$ cat src/hw/rtl/arb_pkg.sv
// shared types, constants and codes for the ack retransmit buffer
`timescale 1ns / 1ps

package arb_pkg;

    // table geometry
    localparam int SLOTS  = 8;
    localparam int IDX_W  = (SLOTS > 1) ? $clog2(SLOTS) : 1;
    localparam int SLOT_W = 3;

    // configuration port
    localparam int CFG_IDX_W  = 2;
    localparam int CFG_DATA_W = 16;

    localparam logic [CFG_IDX_W-1:0] CFG_TIMEOUT = 2'd0;
    localparam logic [CFG_IDX_W-1:0] CFG_MAX_RETRIES = 2'd1;
    localparam logic [CFG_IDX_W-1:0] CFG_BACKOFF = 2'd2;

    localparam logic [15:0] TIMEOUT_RESET = 16'd1000;
    localparam logic [7:0] MAX_RETRIES_RESET = 8'd3;
    localparam logic [7:0] BACKOFF_RESET = 8'd20;
    localparam logic [7:0] RETRY_TOP = 8'd255;

    // opcodes
    localparam logic [1:0] OP_ADD = 2'd0;
    localparam logic [1:0] OP_ACK = 2'd1;
    localparam logic [1:0] OP_TICK = 2'd2;

    typedef enum logic [3:0] {
        EV_ADDED   = 4'd0,
        EV_DUP     = 4'd1,
        EV_FULL    = 4'd2,
        EV_INVALID = 4'd3,
        EV_ACKED   = 4'd4,
        EV_UNKNOWN = 4'd5,
        EV_RESEND  = 4'd6,
        EV_DROPPED = 4'd7,
        EV_DONE    = 4'd8
    } event_t;

    typedef enum logic [3:0] {
        ST_IDLE,
        ST_DISPATCH,
        ST_ADD_SCAN,
        ST_ADD_END,
        ST_ACK_SCAN,
        ST_ACK_MISS,
        ST_TICK_SCAN,
        ST_TICK_DONE,
        ST_INVALID
    } ctrl_state_t;

    typedef struct packed {
        logic [1:0]  opcode;
        logic [15:0] dest_addr;
        logic [31:0] seq_num;
        logic [31:0] now_ms;
        logic [7:0]  pkt_handle;
    } in_item_t;

    typedef struct packed {
        logic [3:0]  event_res;
        logic [2:0]  slot;
        logic [15:0] out_dest;
        logic [31:0] out_seq;
        logic [7:0]  out_handle;
        logic [7:0]  retry_count;
        logic        last;
    } out_item_t;

    // controller to datapath
    typedef struct packed {
        logic   load;
        logic   idx_clear;
        logic   idx_step;
        logic   note_free;
        logic   wr_add;
        logic   clr_cur;
        logic   wr_resend;
        logic   emit;
        event_t ev;
    } arb_cmd_t;

    // datapath to controller
    typedef struct packed {
        logic [1:0] opcode;
        logic       dest_zero;
        logic       in_use;
        logic       dup_hit;
        logic       ack_hit;
        logic       drop_hit;
        logic       due_hit;
        logic       last_idx;
        logic       free_found;
        logic       out_room;
    } arb_status_t;

endpackage

$ cat src/hw/rtl/arb_ctrl.sv
// controller state machine: sequences the slot scan of each operation
`timescale 1ns / 1ps

module arb_ctrl (
    input  logic                 clk,
    input  logic                 rst_n,
    input  logic                 in_valid,
    output logic                 in_stall,
    input  arb_pkg::arb_status_t status,
    output arb_pkg::arb_cmd_t    cmd
);
    import arb_pkg::*;

    ctrl_state_t state_reg;
    ctrl_state_t state_next;

    // state register
    always_ff @(posedge clk or negedge rst_n)
    begin
        if (!rst_n)
        begin
            state_reg <= ST_IDLE;
        end
        else
        begin
            state_reg <= state_next;
        end
    end

    assign in_stall = (state_reg != ST_IDLE);

    // next state and commands
    always_comb
    begin
        state_next = state_reg;
        cmd = '0;
        cmd.ev = EV_DONE;
        case (state_reg)
            ST_IDLE:
            begin
                if (in_valid)
                begin
                    cmd.load = 1'b1;
                    cmd.idx_clear = 1'b1;
                    state_next = ST_DISPATCH;
                end
            end
            ST_DISPATCH:
            begin
                case (status.opcode)
                    OP_ADD:  state_next = status.dest_zero ? ST_INVALID : ST_ADD_SCAN;
                    OP_ACK:  state_next = ST_ACK_SCAN;
                    OP_TICK: state_next = ST_TICK_SCAN;
                    default: state_next = ST_INVALID;
                endcase
            end
            ST_ADD_SCAN:
            begin
                if (status.dup_hit)
                begin
                    if (status.out_room)
                    begin
                        cmd.emit = 1'b1;
                        cmd.ev = EV_DUP;
                        state_next = ST_IDLE;
                    end
                end
                else
                begin
                    cmd.note_free = 1'b1;
                    if (status.last_idx)
                    begin
                        state_next = ST_ADD_END;
                    end
                    else
                    begin
                        cmd.idx_step = 1'b1;
                    end
                end
            end
            ST_ADD_END:
            begin
                if (status.out_room)
                begin
                    cmd.emit = 1'b1;
                    if (status.free_found)
                    begin
                        cmd.wr_add = 1'b1;
                        cmd.ev = EV_ADDED;
                    end
                    else
                    begin
                        cmd.ev = EV_FULL;
                    end
                    state_next = ST_IDLE;
                end
            end
            ST_ACK_SCAN:
            begin
                if (status.ack_hit)
                begin
                    if (status.out_room)
                    begin
                        cmd.emit = 1'b1;
                        cmd.ev = EV_ACKED;
                        cmd.clr_cur = 1'b1;
                        state_next = ST_IDLE;
                    end
                end
                else if (status.last_idx)
                begin
                    state_next = ST_ACK_MISS;
                end
                else
                begin
                    cmd.idx_step = 1'b1;
                end
            end
            ST_ACK_MISS:
            begin
                if (status.out_room)
                begin
                    cmd.emit = 1'b1;
                    cmd.ev = EV_UNKNOWN;
                    state_next = ST_IDLE;
                end
            end
            ST_TICK_SCAN:
            begin
                // a slot that needs a result waits here for output room
                if (status.in_use && (status.drop_hit || status.due_hit) && !status.out_room)
                begin
                    state_next = ST_TICK_SCAN;
                end
                else
                begin
                    if (status.in_use && status.drop_hit)
                    begin
                        cmd.emit = 1'b1;
                        cmd.ev = EV_DROPPED;
                        cmd.clr_cur = 1'b1;
                    end
                    else if (status.in_use && status.due_hit)
                    begin
                        cmd.emit = 1'b1;
                        cmd.ev = EV_RESEND;
                        cmd.wr_resend = 1'b1;
                    end
                    if (status.last_idx)
                    begin
                        state_next = ST_TICK_DONE;
                    end
                    else
                    begin
                        cmd.idx_step = 1'b1;
                    end
                end
            end
            ST_TICK_DONE:
            begin
                if (status.out_room)
                begin
                    cmd.emit = 1'b1;
                    cmd.ev = EV_DONE;
                    state_next = ST_IDLE;
                end
            end
            ST_INVALID:
            begin
                if (status.out_room)
                begin
                    cmd.emit = 1'b1;
                    cmd.ev = EV_INVALID;
                    state_next = ST_IDLE;
                end
            end
            default:
            begin
                state_next = ST_IDLE;
            end
        endcase
    end

endmodule

$ cat src/hw/rtl/arb_datapath.sv
// datapath: slot table, configuration, scan index and output register
`timescale 1ns / 1ps

module arb_datapath (
    input  logic                          clk,
    input  logic                          rst_n,
    input  arb_pkg::in_item_t             in_data,
    output arb_pkg::out_item_t            out_data,
    output logic                          out_valid,
    input  logic                          out_stall,
    input  logic                          cfg_we,
    input  logic [arb_pkg::CFG_IDX_W-1:0] cfg_index,
    input  logic [arb_pkg::CFG_DATA_W-1:0] cfg_data,
    input  arb_pkg::arb_cmd_t             cmd,
    output arb_pkg::arb_status_t          status
);
    import arb_pkg::*;

    // slot table
    logic [15:0] dest_reg [SLOTS];
    logic [31:0] seq_reg [SLOTS];
    logic [31:0] time_reg [SLOTS];
    logic [7:0]  retries_reg [SLOTS];
    logic [7:0]  handle_reg [SLOTS];

    logic [15:0] timeout_reg;
    logic [7:0]  max_retries_reg;
    logic [7:0]  backoff_reg;

    in_item_t         item_reg;
    logic [IDX_W-1:0] idx_reg;
    logic             free_found_reg;
    logic [IDX_W-1:0] free_idx_reg;
    out_item_t        out_reg;
    out_item_t        out_next;
    logic             out_valid_reg;

    logic [15:0] cur_dest;
    logic [31:0] cur_seq;
    logic [31:0] cur_time;
    logic [7:0]  cur_retries;
    logic [7:0]  cur_handle;
    logic        cur_in_use;
    logic [31:0] elapsed;
    logic [15:0] backoff_prod;
    logic [31:0] resend_time;
    logic [7:0]  retries_inc;
    logic        out_room;

    // current slot under the scan
    assign cur_dest    = dest_reg[idx_reg];
    assign cur_seq     = seq_reg[idx_reg];
    assign cur_time    = time_reg[idx_reg];
    assign cur_retries = retries_reg[idx_reg];
    assign cur_handle  = handle_reg[idx_reg];
    assign cur_in_use  = (cur_dest != 16'd0);

    // timeout test and backoff timestamp
    assign elapsed      = item_reg.now_ms - cur_time;
    assign backoff_prod = 16'(cur_retries) * 16'(backoff_reg);
    assign resend_time  = item_reg.now_ms + {16'd0, backoff_prod};
    assign retries_inc  = (cur_retries == RETRY_TOP) ? cur_retries : cur_retries + 8'd1;
    assign out_room     = !out_valid_reg || !out_stall;

    // status back to the controller
    always_comb
    begin
        status.opcode     = item_reg.opcode;
        status.dest_zero  = (item_reg.dest_addr == 16'd0);
        status.in_use     = cur_in_use;
        status.dup_hit    = cur_in_use && (cur_dest == item_reg.dest_addr)
                            && (cur_seq == item_reg.seq_num);
        status.ack_hit    = cur_in_use && (cur_seq == item_reg.seq_num);
        status.drop_hit   = (cur_retries > max_retries_reg);
        status.due_hit    = (cur_time == 32'd0)
                            || ((item_reg.now_ms > cur_time)
                                && (elapsed > {16'd0, timeout_reg})
                                && (item_reg.now_ms > {16'd0, timeout_reg}));
        status.last_idx   = (idx_reg == IDX_W'(SLOTS - 1));
        status.free_found = free_found_reg;
        status.out_room   = out_room;
    end

    // configuration registers
    always_ff @(posedge clk or negedge rst_n)
    begin
        if (!rst_n)
        begin
            timeout_reg     <= TIMEOUT_RESET;
            max_retries_reg <= MAX_RETRIES_RESET;
            backoff_reg     <= BACKOFF_RESET;
        end
        else if (cfg_we)
        begin
            case (cfg_index)
                CFG_TIMEOUT:     timeout_reg <= cfg_data;
                CFG_MAX_RETRIES: max_retries_reg <= cfg_data[7:0];
                CFG_BACKOFF:     backoff_reg <= cfg_data[7:0];
                default:         ;
            endcase
        end
    end

    // item latch, scan index and first free slot
    always_ff @(posedge clk or negedge rst_n)
    begin
        if (!rst_n)
        begin
            idx_reg        <= '0;
            free_found_reg <= 1'b0;
            free_idx_reg   <= '0;
        end
        else
        begin
            if (cmd.idx_clear)
            begin
                idx_reg        <= '0;
                free_found_reg <= 1'b0;
            end
            else
            begin
                if (cmd.idx_step)
                begin
                    idx_reg <= idx_reg + IDX_W'(1);
                end
                if (cmd.note_free && !cur_in_use && !free_found_reg)
                begin
                    free_found_reg <= 1'b1;
                    free_idx_reg   <= idx_reg;
                end
            end
        end
    end

    always_ff @(posedge clk)
    begin
        if (cmd.load)
        begin
            item_reg <= in_data;
        end
    end

    // slot destinations: zero marks a free slot
    always_ff @(posedge clk or negedge rst_n)
    begin
        if (!rst_n)
        begin
            for (int i = 0; i < SLOTS; i++)
            begin
                dest_reg[i] <= 16'd0;
            end
        end
        else if (cmd.wr_add)
        begin
            dest_reg[free_idx_reg] <= item_reg.dest_addr;
        end
        else if (cmd.clr_cur)
        begin
            dest_reg[idx_reg] <= 16'd0;
        end
    end

    // slot contents
    always_ff @(posedge clk)
    begin
        if (cmd.wr_add)
        begin
            seq_reg[free_idx_reg]     <= item_reg.seq_num;
            time_reg[free_idx_reg]    <= item_reg.now_ms;
            retries_reg[free_idx_reg] <= 8'd0;
            handle_reg[free_idx_reg]  <= item_reg.pkt_handle;
        end
        else if (cmd.wr_resend)
        begin
            time_reg[idx_reg]    <= resend_time;
            retries_reg[idx_reg] <= retries_inc;
        end
    end

    // result payload by event
    always_comb
    begin
        out_next = '0;
        out_next.event_res = cmd.ev;
        out_next.last = (cmd.ev != EV_RESEND) && (cmd.ev != EV_DROPPED);
        case (cmd.ev)
            EV_ADDED:
            begin
                out_next.slot       = SLOT_W'(free_idx_reg);
                out_next.out_dest   = item_reg.dest_addr;
                out_next.out_seq    = item_reg.seq_num;
                out_next.out_handle = item_reg.pkt_handle;
            end
            EV_DUP, EV_ACKED, EV_DROPPED:
            begin
                out_next.slot        = SLOT_W'(idx_reg);
                out_next.out_dest    = cur_dest;
                out_next.out_seq     = cur_seq;
                out_next.out_handle  = cur_handle;
                out_next.retry_count = cur_retries;
            end
            EV_RESEND:
            begin
                out_next.slot        = SLOT_W'(idx_reg);
                out_next.out_dest    = cur_dest;
                out_next.out_seq     = cur_seq;
                out_next.out_handle  = cur_handle;
                out_next.retry_count = retries_inc;
            end
            EV_FULL, EV_INVALID:
            begin
                out_next.out_dest   = item_reg.dest_addr;
                out_next.out_seq    = item_reg.seq_num;
                out_next.out_handle = item_reg.pkt_handle;
            end
            EV_UNKNOWN:
            begin
                out_next.out_seq = item_reg.seq_num;
            end
            default:
            begin
                out_next.out_seq = 32'd0;
            end
        endcase
    end

    // output register
    always_ff @(posedge clk or negedge rst_n)
    begin
        if (!rst_n)
        begin
            out_valid_reg <= 1'b0;
        end
        else if (cmd.emit)
        begin
            out_valid_reg <= 1'b1;
        end
        else if (!out_stall)
        begin
            out_valid_reg <= 1'b0;
        end
    end

    always_ff @(posedge clk)
    begin
        if (cmd.emit)
        begin
            out_reg <= out_next;
        end
    end

    assign out_data  = out_reg;
    assign out_valid = out_valid_reg;

endmodule

$ cat src/hw/rtl/ack_retransmit_buffer_unit.sv
// top level of the ack retransmit buffer: controller and datapath
`timescale 1ns / 1ps
// sequence: an item is taken in idle, decoded in the dispatch state, then the table is walked one
// slot a cycle, unless a slot that needs a result waits for output room; add, ack miss and tick
// end in a final result state, an ack hit or duplicate ends early at the matching slot.
// throughput: one item at a time, set by the single shared slot read port of the scan.
// reset: all slots free, timeout 1000, retry limit 3, backoff step 20, output empty.

module ack_retransmit_buffer_unit (
    input  logic                          clk,
    input  logic                          rst_n,
    input  logic                          in_valid,
    output logic                          in_stall,
    input  arb_pkg::in_item_t             in_data,
    output logic                          out_valid,
    input  logic                          out_stall,
    output arb_pkg::out_item_t            out_data,
    input  logic                          cfg_we,
    input  logic [arb_pkg::CFG_IDX_W-1:0] cfg_index,
    input  logic [arb_pkg::CFG_DATA_W-1:0] cfg_data
);
    import arb_pkg::*;

    arb_cmd_t    cmd;
    arb_status_t status;

    // sequencer
    arb_ctrl u_ctrl (
        .clk      (clk),
        .rst_n    (rst_n),
        .in_valid (in_valid),
        .in_stall (in_stall),
        .status   (status),
        .cmd      (cmd)
    );

    // table and result path
    arb_datapath u_datapath (
        .clk       (clk),
        .rst_n     (rst_n),
        .in_data   (in_data),
        .out_data  (out_data),
        .out_valid (out_valid),
        .out_stall (out_stall),
        .cfg_we    (cfg_we),
        .cfg_index (cfg_index),
        .cfg_data  (cfg_data),
        .cmd       (cmd),
        .status    (status)
    );

endmodule

$ cat config.mk
export PLATFORM = sky130hd
export DESIGN_NAME = ack_retransmit_buffer_unit
export DESIGN_NICKNAME = d
export VERILOG_FILES = /design/src/hw/rtl/arb_pkg.sv /design/src/hw/rtl/arb_ctrl.sv /design/src/hw/rtl/arb_datapath.sv /design/src/hw/rtl/ack_retransmit_buffer_unit.sv
export SDC_FILE = /design/constraint.sdc
export NUM_CORES = 1
export LEC_CHECK = 0
export ABC_AREA = 1
export BUFFER_PORTS_ARGS = -buffer_cell sky130_fd_sc_hd__buf_2
export CAP_MARGIN = 20
export CORE_ASPECT_RATIO = 1.75
export CORE_MARGIN = 2
export CORE_UTILIZATION = 50
export DETAILED_ROUTE_END_ITERATION = 10
export PLACE_DENSITY = 0.72
export SYNTH_ARGS = -nofsm -noshare
export SYNTH_HDL_FRONTEND = slang
export SYNTH_HIERARCHICAL = 1
export SYNTH_SLANG_ARGS = --single-unit
$ cat constraint.sdc
create_clock -name clk -period 6.74 [get_ports clk]
set_input_delay 1.348 -clock clk [delete_from_list [all_inputs] [get_ports clk]]
set_output_delay 1.348 -clock clk [all_outputs]
set_load 0.005 [all_outputs]
==> results.py, run 1 <==
metrics = {
    "grt": {
        "antenna_found_initial": 0,
        "grt_usage_pct": 28.0,
        "overflow": 0,
        "grt_pass1_wl_mm": 197,
        "grt_max_degree": 141,
        "grt_pass1_vias": 33977,
    },
    "worst_setup_path": {
        "reg2reg_to": "u_datapath/time_reg[0][8]",
        "crit_arrival_ns": 6.80,
        "crit_buf_inv": 6,
        "start_kind": "register",
        "reg2reg_from": "u_datapath/idx_reg[1]",
        "rrSetupSlack_ns": 0.32,
        "cp_max_fo": 28,
        "reg2reg_depth": 32,
        "max_stage_delay_ns": 0.79,
        "end_kind": "register",
        "crit_family": "simple AND/OR/NAND/NOR gates",
        "criticalPathCategory": "register to register",
        "crit_top_cell": "nand2_1",
        "crit_slowest_cell": "o21ai_0",
        "cp.required_ns": 7.11,
    },
    "die": {
        "die_y_um": 406,
        "io_pins": 187,
        "die_x_um": 234,
        "core_um2": 91600,
        "num_rows": 147,
        "initial_core_util_pct": 50.4,
        "fp.dieArea_um2": 94800,
    },
    "yosys": {
        "synth.area.top_cells": "edfxtp_1 (52%), nand2_1 (12%), dfrtp_1 (8.8%)",
        "synth_fp_nets": 4879,
        "synth_cell_type_count": 56,
        "syn_area_um2": 46100,
        "seq_area_frac_synth_pct": 61.5,
        "yosysWarnings": 6,
        "syn_avg_cell_area_um2": 10.0,
        "synth_async_sr_flop_share_pct": 17.7,
        "synth_enable_flop_cells": 802,
        "postSynthCellCount": 4598,
        "synth_top_area_share_pct": 52.2,
        "ys_ff_latch": 974,
        "synth_flop_cell": "edfxtp_1",
        "synth.largest_area_cell": "edfxtp_1",
    },
    "cts": {
        "clockRootBuffer": "clkbuf_16",
        "cts_sinks": 974,
        "clk_pin_slew_ns": 0.07,
        "hold_buffers": 0,
        "cts_buffers": 90,
        "cts-htree-levels": 3,
        "clk_latency_ns": 0.72,
        "cts_tree": "built",
        "clockBufferDepth": 3,
    },
    "hold_path": {
        "hold_path_class": "register to register",
        "hold_path_startpoint": "u_datapath/max_retries_reg[6]",
        "hold_path_depth": 2,
        "min_to": "u_datapath/max_retries_reg[6]",
    },
    "power_and_ir_drop": {
        "power_leakage_uw": 0.0228,
        "vdd_drop_max_uv": 843,
        "p_per_area_nw_per_um2": 520,
        "power.total_uw": 27500,
    },
    "timing": {
        "period_share_pct": 95.3,
        "finalSetupTns_ns": 0,
        "clock_skew_ns": 0.0346,
        "relSlewSlack_pct": 31.0,
        "period_needed_ns": 6.42,
        "drv_slew": 0,
        "hold_slack_ns": 0.485,
        "clock.fmax_ghz": 0.156,
        "setup_viol": 0,
        "worst_slew_pin_slew_ns": 1.03,
        "hold_viol": 0,
    },
    "cells_and_area": {
        "mostFrequentLayoutCells": "nand2_1 (1,453), edfxtp_1 (802), inv_1 (606)",
        "fin_nets": 5175,
        "final_util_pct": 57.7,
        "area_growth_pct": 14.5,
        "drive_gt1_share_pct": 12.8,
        "final_common_cell": "nand2_1",
    },
    "drt": {
        "drtAntennaViolNets": 0,
        "drt-initial-drc-count": 3108,
        "avgRoutedWirePerCell_um": 21.5,
        "vias_per_cell": 5.55,
        "drc": 0,
        "drt_wl_total_mm": 133,
        "num_vias": 34196,
        "drt_pass1_iterations": 6,
    },
    "placement": {
        "portBuffers": 186,
        "gp_congestion": 0.971,
        "hpwl_mm": 89.7,
    },
    "flow_run": {
        "max-cap-violations": 0,
    },
    "run_status": {
        "status": "finished clean",
    },
}
## where the power goes
part | leakage (uW) | internal [uW] | switching (uW)
logic | 0.0125 | 5510 | 9050
clock network | 0.00144 | 2810 | 2310
registers | 0.00889 | 7370 | 442
## layout make-up
type / instances / area [um2]
fill: 7684 / 38800
sequential: 974 / 28400
multi-input combinational: 2820 / 14900
timing repair buffer: 369 / 2640
inverter: 638 / 2440
clock buffer: 115 / 2410
tap: 1192 / 1490
clock inverter: 55 / 583
timing repair inverter: 1 / 6.26
antenna: 1 / 2.50
## cell usage after synthesis (all sizes together), types with 2 or more instances
master / n
a211oi: 7
a21o: 2
a21oi: 132
a22o: 9
a22oi: 35
a31oi: 5
and2: 3
buf: 102
clkbuf: 64
clkinv: 5
dfrtp: 162
dfstp: 10
edfxtp: 802
fa: 51
ha: 117
inv: 633
nand2: 1476
nand3: 119
nand3b: 6
nand4: 62
nor2: 285
nor3: 20
nor4: 3
o2111ai: 3
o211ai: 4
o21a: 2
o21ai: 188
o21bai: 4
o221ai: 6
o22a: 2
o22ai: 193
o41ai: 7
or2: 10
xnor2: 11
xor2: 53
## layer usage
layer | up-vias | GRT usage (%) | share of wire (%)
met1 | 16388 | 31.0 | 35
met2 | 1561 | 50.4 | 52
met5 | - | 0 | 0
met4 | 0 | 17.3 | 6.7
li1 | 15843 | - | -
met3 | 404 | 3.61 | 6.5
## kinds of logic (layout without fill, tap and decap cells)
group	after synthesis	after routing	synth area share, %
AO/OA/AOI/OAI	602	602	7.62
XOR/XNOR	64	64	1.21
adder cells (fa/ha/maj)	168	168	5.38
buffers and inverters	804	1178	6.98
flip-flops	974	974	61.5
other	0	1	0
AND/OR/NAND/NOR	1986	1986	17.3
## worst register-to-register path: cells and delay by family (launching register included)
family,cells,cell delay [ns]
adders and majority gates,1,0.37
buffers and inverters,6,1.11
and+or+nand+nor,23,3.24
DFF,1,0.44
AOI/OAI and AO/OA,2,0.90
## metrics by stage
| stage | worst slack (ns) | cell area [um2] | cells |
|---|---|---|---|
| 2_1_floorplan | -0.00268 | 46100 | 4598 |
| 3_3_place_gp | -0.198 | 49200 | 5969 |
| 3_5_place_dp | -0.230 | 49200 | 5969 |
| 4_1_cts | 0.0240 | 52300 | 6139 |
| 5_1_grt | -0.0435 | 52800 | 6164 |
| 6_report | 0.317 | 52800 | 6165 |
## how the worst max path moves through the flow
stage          depth (start not counted)  slack [ns]                      endpoint             startpoint
2_1_floorplan                         39      -0.003  u_datapath/retries_reg[1][0]  u_datapath/idx_reg[1]
3_3_place_gp                          34       -0.20  u_datapath/retries_reg[4][2]  u_datapath/idx_reg[2]
3_5_place_dp                          35       -0.23     u_datapath/time_reg[4][8]  u_datapath/idx_reg[2]
4_1_cts                               40        0.02    u_datapath/time_reg[2][30]  u_datapath/idx_reg[0]
5_1_grt                               26       -0.04    u_datapath/time_reg[1][29]  u_datapath/idx_reg[1]
6_report                              32        0.32     u_datapath/time_reg[0][8]  u_datapath/idx_reg[1]
## what timing repair did
action | in CTS | in global routing
endpoints found under the setup margin | 398 | 666
gates resized for setup | 4 | 103
pin swaps | 0 | 11
buffers inserted | 0 | 19
endpoints found under the hold margin | 0 | 0
gates cloned | 0 | 3
Note: power is estimated with default switching activity, not from simulation.
==> run 2, diff against run 1 <==
--- a/config.mk
+++ b/config.mk
@@ -8,11 +8,10 @@
 export ABC_AREA = 1
 export BUFFER_PORTS_ARGS = -buffer_cell sky130_fd_sc_hd__buf_2
 export CAP_MARGIN = 20
-export CORE_ASPECT_RATIO = 1.75
 export CORE_MARGIN = 2
 export CORE_UTILIZATION = 50
 export DETAILED_ROUTE_END_ITERATION = 10
-export PLACE_DENSITY = 0.72
+export PLACE_DENSITY = 0.7
 export SYNTH_ARGS = -nofsm -noshare
 export SYNTH_HDL_FRONTEND = slang
 export SYNTH_HIERARCHICAL = 1
==> constraint.sdc (replaced) <==
create_clock -name clk -period 6.05 [get_ports clk]
set_input_delay 1.21 -clock clk [delete_from_list [all_inputs] [get_ports clk]]
set_output_delay 1.21 -clock clk [all_outputs]
set_load 0.005 [all_outputs]
==> run 2 against run 1 <==
  * Via count rose by 4.0%
  * Power rose by 25%
  * Clock power rose by 24%
  * Maximum frequency rose by 4.8%
  * Clock skew rose by 0.022 ns
  * The run now ends with setup timing left
  * Cell count rose by 3.9%
  * First-iteration DRC count rose by 21%
  * Highest routed layer unchanged
  * Cell area rose by 7.3%
==> results.py, run 2 (same netlist as run 1, synthesis figures left out) <==
metrics = {
    "run_status": {
        "status": "finished with violations",
        "violations": "setup timing",
    },
    "worst_setup_path": {
        "criticalPathCategory": "register to register",
        "max_stage_delay_ns": 0.56,
        "crit_arrival_ns": 6.57,
        "crit_top_cell": "nand2_2",
        "rrSetupSlack_ns": -0.08,
        "cp.required_ns": 6.50,
        "startpoint": "u_datapath/idx_reg[0]",
        "reg2reg_from": "u_datapath/idx_reg[0]",
        "start_kind": "register",
        "end_kind": "register",
        "crit_slowest_cell": "dfrtp_4",
        "reg2reg_depth": 46,
        "critPathCapture": "u_datapath/out_data[10]",
        "cp_max_fo": 7,
        "reg2reg_to": "u_datapath/out_data[10]",
    },
    "timing": {
        "hold_viol": 0,
        "period_needed_ns": 6.13,
        "worst_slew_pin_slew_ns": 1.03,
        "finalWorstSetupSlack_ns": -0.0790,
        "rsz0062_at_grt": "yes",
        "setup_viol": 29,
        "period_share_pct": 101,
        "drv_slew": 0,
        "relSlewSlack_pct": 31.1,
        "clock_skew_ns": 0.0568,
        "finalSetupTns_ns": -0.815,
        "clock.fmax_ghz": 0.163,
    },
    "drt": {
        "drt_pass1_iterations": 7,
        "highest_layer": "met4",
        "met2_length_mm": 63.3,
        "met1_length_mm": 51.9,
        "vias_per_cell": 5.55,
        "drt-initial-drc-count": 3746,
        "drc": 0,
        "drt_wl_total_mm": 133,
        "num_vias": 35550,
        "avgRoutedWirePerCell_um": 20.8,
        "wl_met3_mm": 13.3,
        "drtAntennaViolNets": 0,
    },
    "placement": {
        "portBuffers": 186,
        "hpwl_mm": 86.1,
        "post-place-cells": 6149,
        "placed_area_um2": 50900,
        "gp_congestion": 0.952,
    },
    "die": {
        "fp.dieArea_um2": 94700,
        "core_um2": 91500,
        "initial_core_util_pct": 50.4,
        "die_x_um": 308,
        "io_pins": 187,
        "num_rows": 111,
        "die_y_um": 308,
    },
    "power_and_ir_drop": {
        "p_per_area_nw_per_um2": 604,
        "p_sw_uw": 14400,
        "switching_share_pct": 42.1,
        "clkPwrFrac_pct": 18.5,
        "internal_power_uw": 19800,
        "power_leakage_uw": 0.0247,
        "vdd_drop_max_uv": 1120,
        "p_seq_share_pct": 25.3,
        "comb_power_share_pct": 56.2,
    },
    "grt": {
        "overflow": 0,
        "grt_pass1_vias": 33885,
        "grt_usage_pct": 26.9,
        "antenna_found_initial": 2,
        "grt_pass1_wl_mm": 194,
        "grt_max_degree": 95,
    },
    "cells_and_area": {
        "diodes": 0,
        "n_fill_cell": 7016,
        "final_util_pct": 61.9,
        "final_common_cell": "nand2_1",
        "instances_no_fill": 6406,
        "mostFrequentLayoutCells": "nand2_1 (1,372), edfxtp_1 (802), inv_1 (575)",
        "area_growth_pct": 22.8,
        "drive_gt1_share_pct": 21.2,
        "design_area_um2": 56700,
        "fin_nets": 5416,
    },
    "hold_path": {
        "hold_path_class": "register to register",
        "hold_path_startpoint": "u_datapath/dest_reg[101]",
    },
    "cts": {
        "cts_buffers": 98,
        "clk_latency_ns": 0.70,
        "clk_pin_slew_ns": 0.07,
        "clockBufferDepth": 3,
        "clockRootBuffer": "clkbuf_16",
        "cts_tree": "built",
        "cts-htree-levels": 3,
        "cts_sinks": 974,
    },
    "flow_run": {
        "max-cap-violations": 0,
    },
}
[run 2: layout make-up]
type | instances | area, um2 | share of cell area (%)
multi-input combinational | 2820 | 15900 | 28.1
inverter | 638 | 2450 | 4.33
sequential | 974 | 28400 | 50.1
clock buffer | 120 | 2590 | 4.56
timing repair inverter | 2 | 13.8 | 0.0243
timing repair buffer | 601 | 5000 | 8.81
clock inverter | 65 | 817 | 1.44
tap | 1186 | 1480 | 2.62
[run 2: through the flow]
step,power (uW),setup slack (ns),hold slack [ns]
finish,34300,-0.0790,0.489
global route,36700,-0.312,0.512
CTS,31800,-0.0237,0.488
detailed placement,25300,-0.263,0.474
global placement,25000,-0.121,0.469
floorplan,18500,-0.0602,0.453
[run 2: power groups by stage]
stage | clock [uW] | sequential, uW | combinational (uW)
final | 6340 | 8670 | 19200
after global routing | 6670 | 8720 | 21300
after CTS | 6390 | 8660 | 16800
after detailed placement | 0 | 8780 | 16500
after global placement | 0 | 8770 | 16200
after floorplan | 0 | 8620 | 9860
[run 2: metal layers]
metal,global-route usage (%),vias up
li1,-,16332
met1,36.7,16968
met2,43.9,1913
met3,4.46,337
met4,9.06,0
met5,0,-
[run 2: worst min-delay path by stage]
stage	end	cells past startpoint
6_report	u_datapath/dest_reg[101]	2
5_1_grt	u_datapath/dest_reg[100]	2
4_1_cts	u_datapath/max_retries_reg[3]	2
3_5_place_dp	u_datapath/max_retries_reg[3]	2
3_3_place_gp	u_datapath/dest_reg[101]	2
2_1_floorplan	u_datapath/max_retries_reg[2]	2
[run 2: what timing repair did]
item                       in CTS  in global routing
resized for setup              46                398
setup endpoints to repair     480                881
cloned                          1                 16
pin swaps                      11                 74
hold buffers                    0                  0
setup buffers                   8                 51
[run 2: worst max-delay path: cells and delay by family, from the launching register on]
family	cells	cell delay [ns]
fa+ha+maj	2	0.54
buf+inv	10	1.27
compound gates	5	0.65
flops	1	0.56
simple gates	28	2.65
xor+xnor	1	0.17
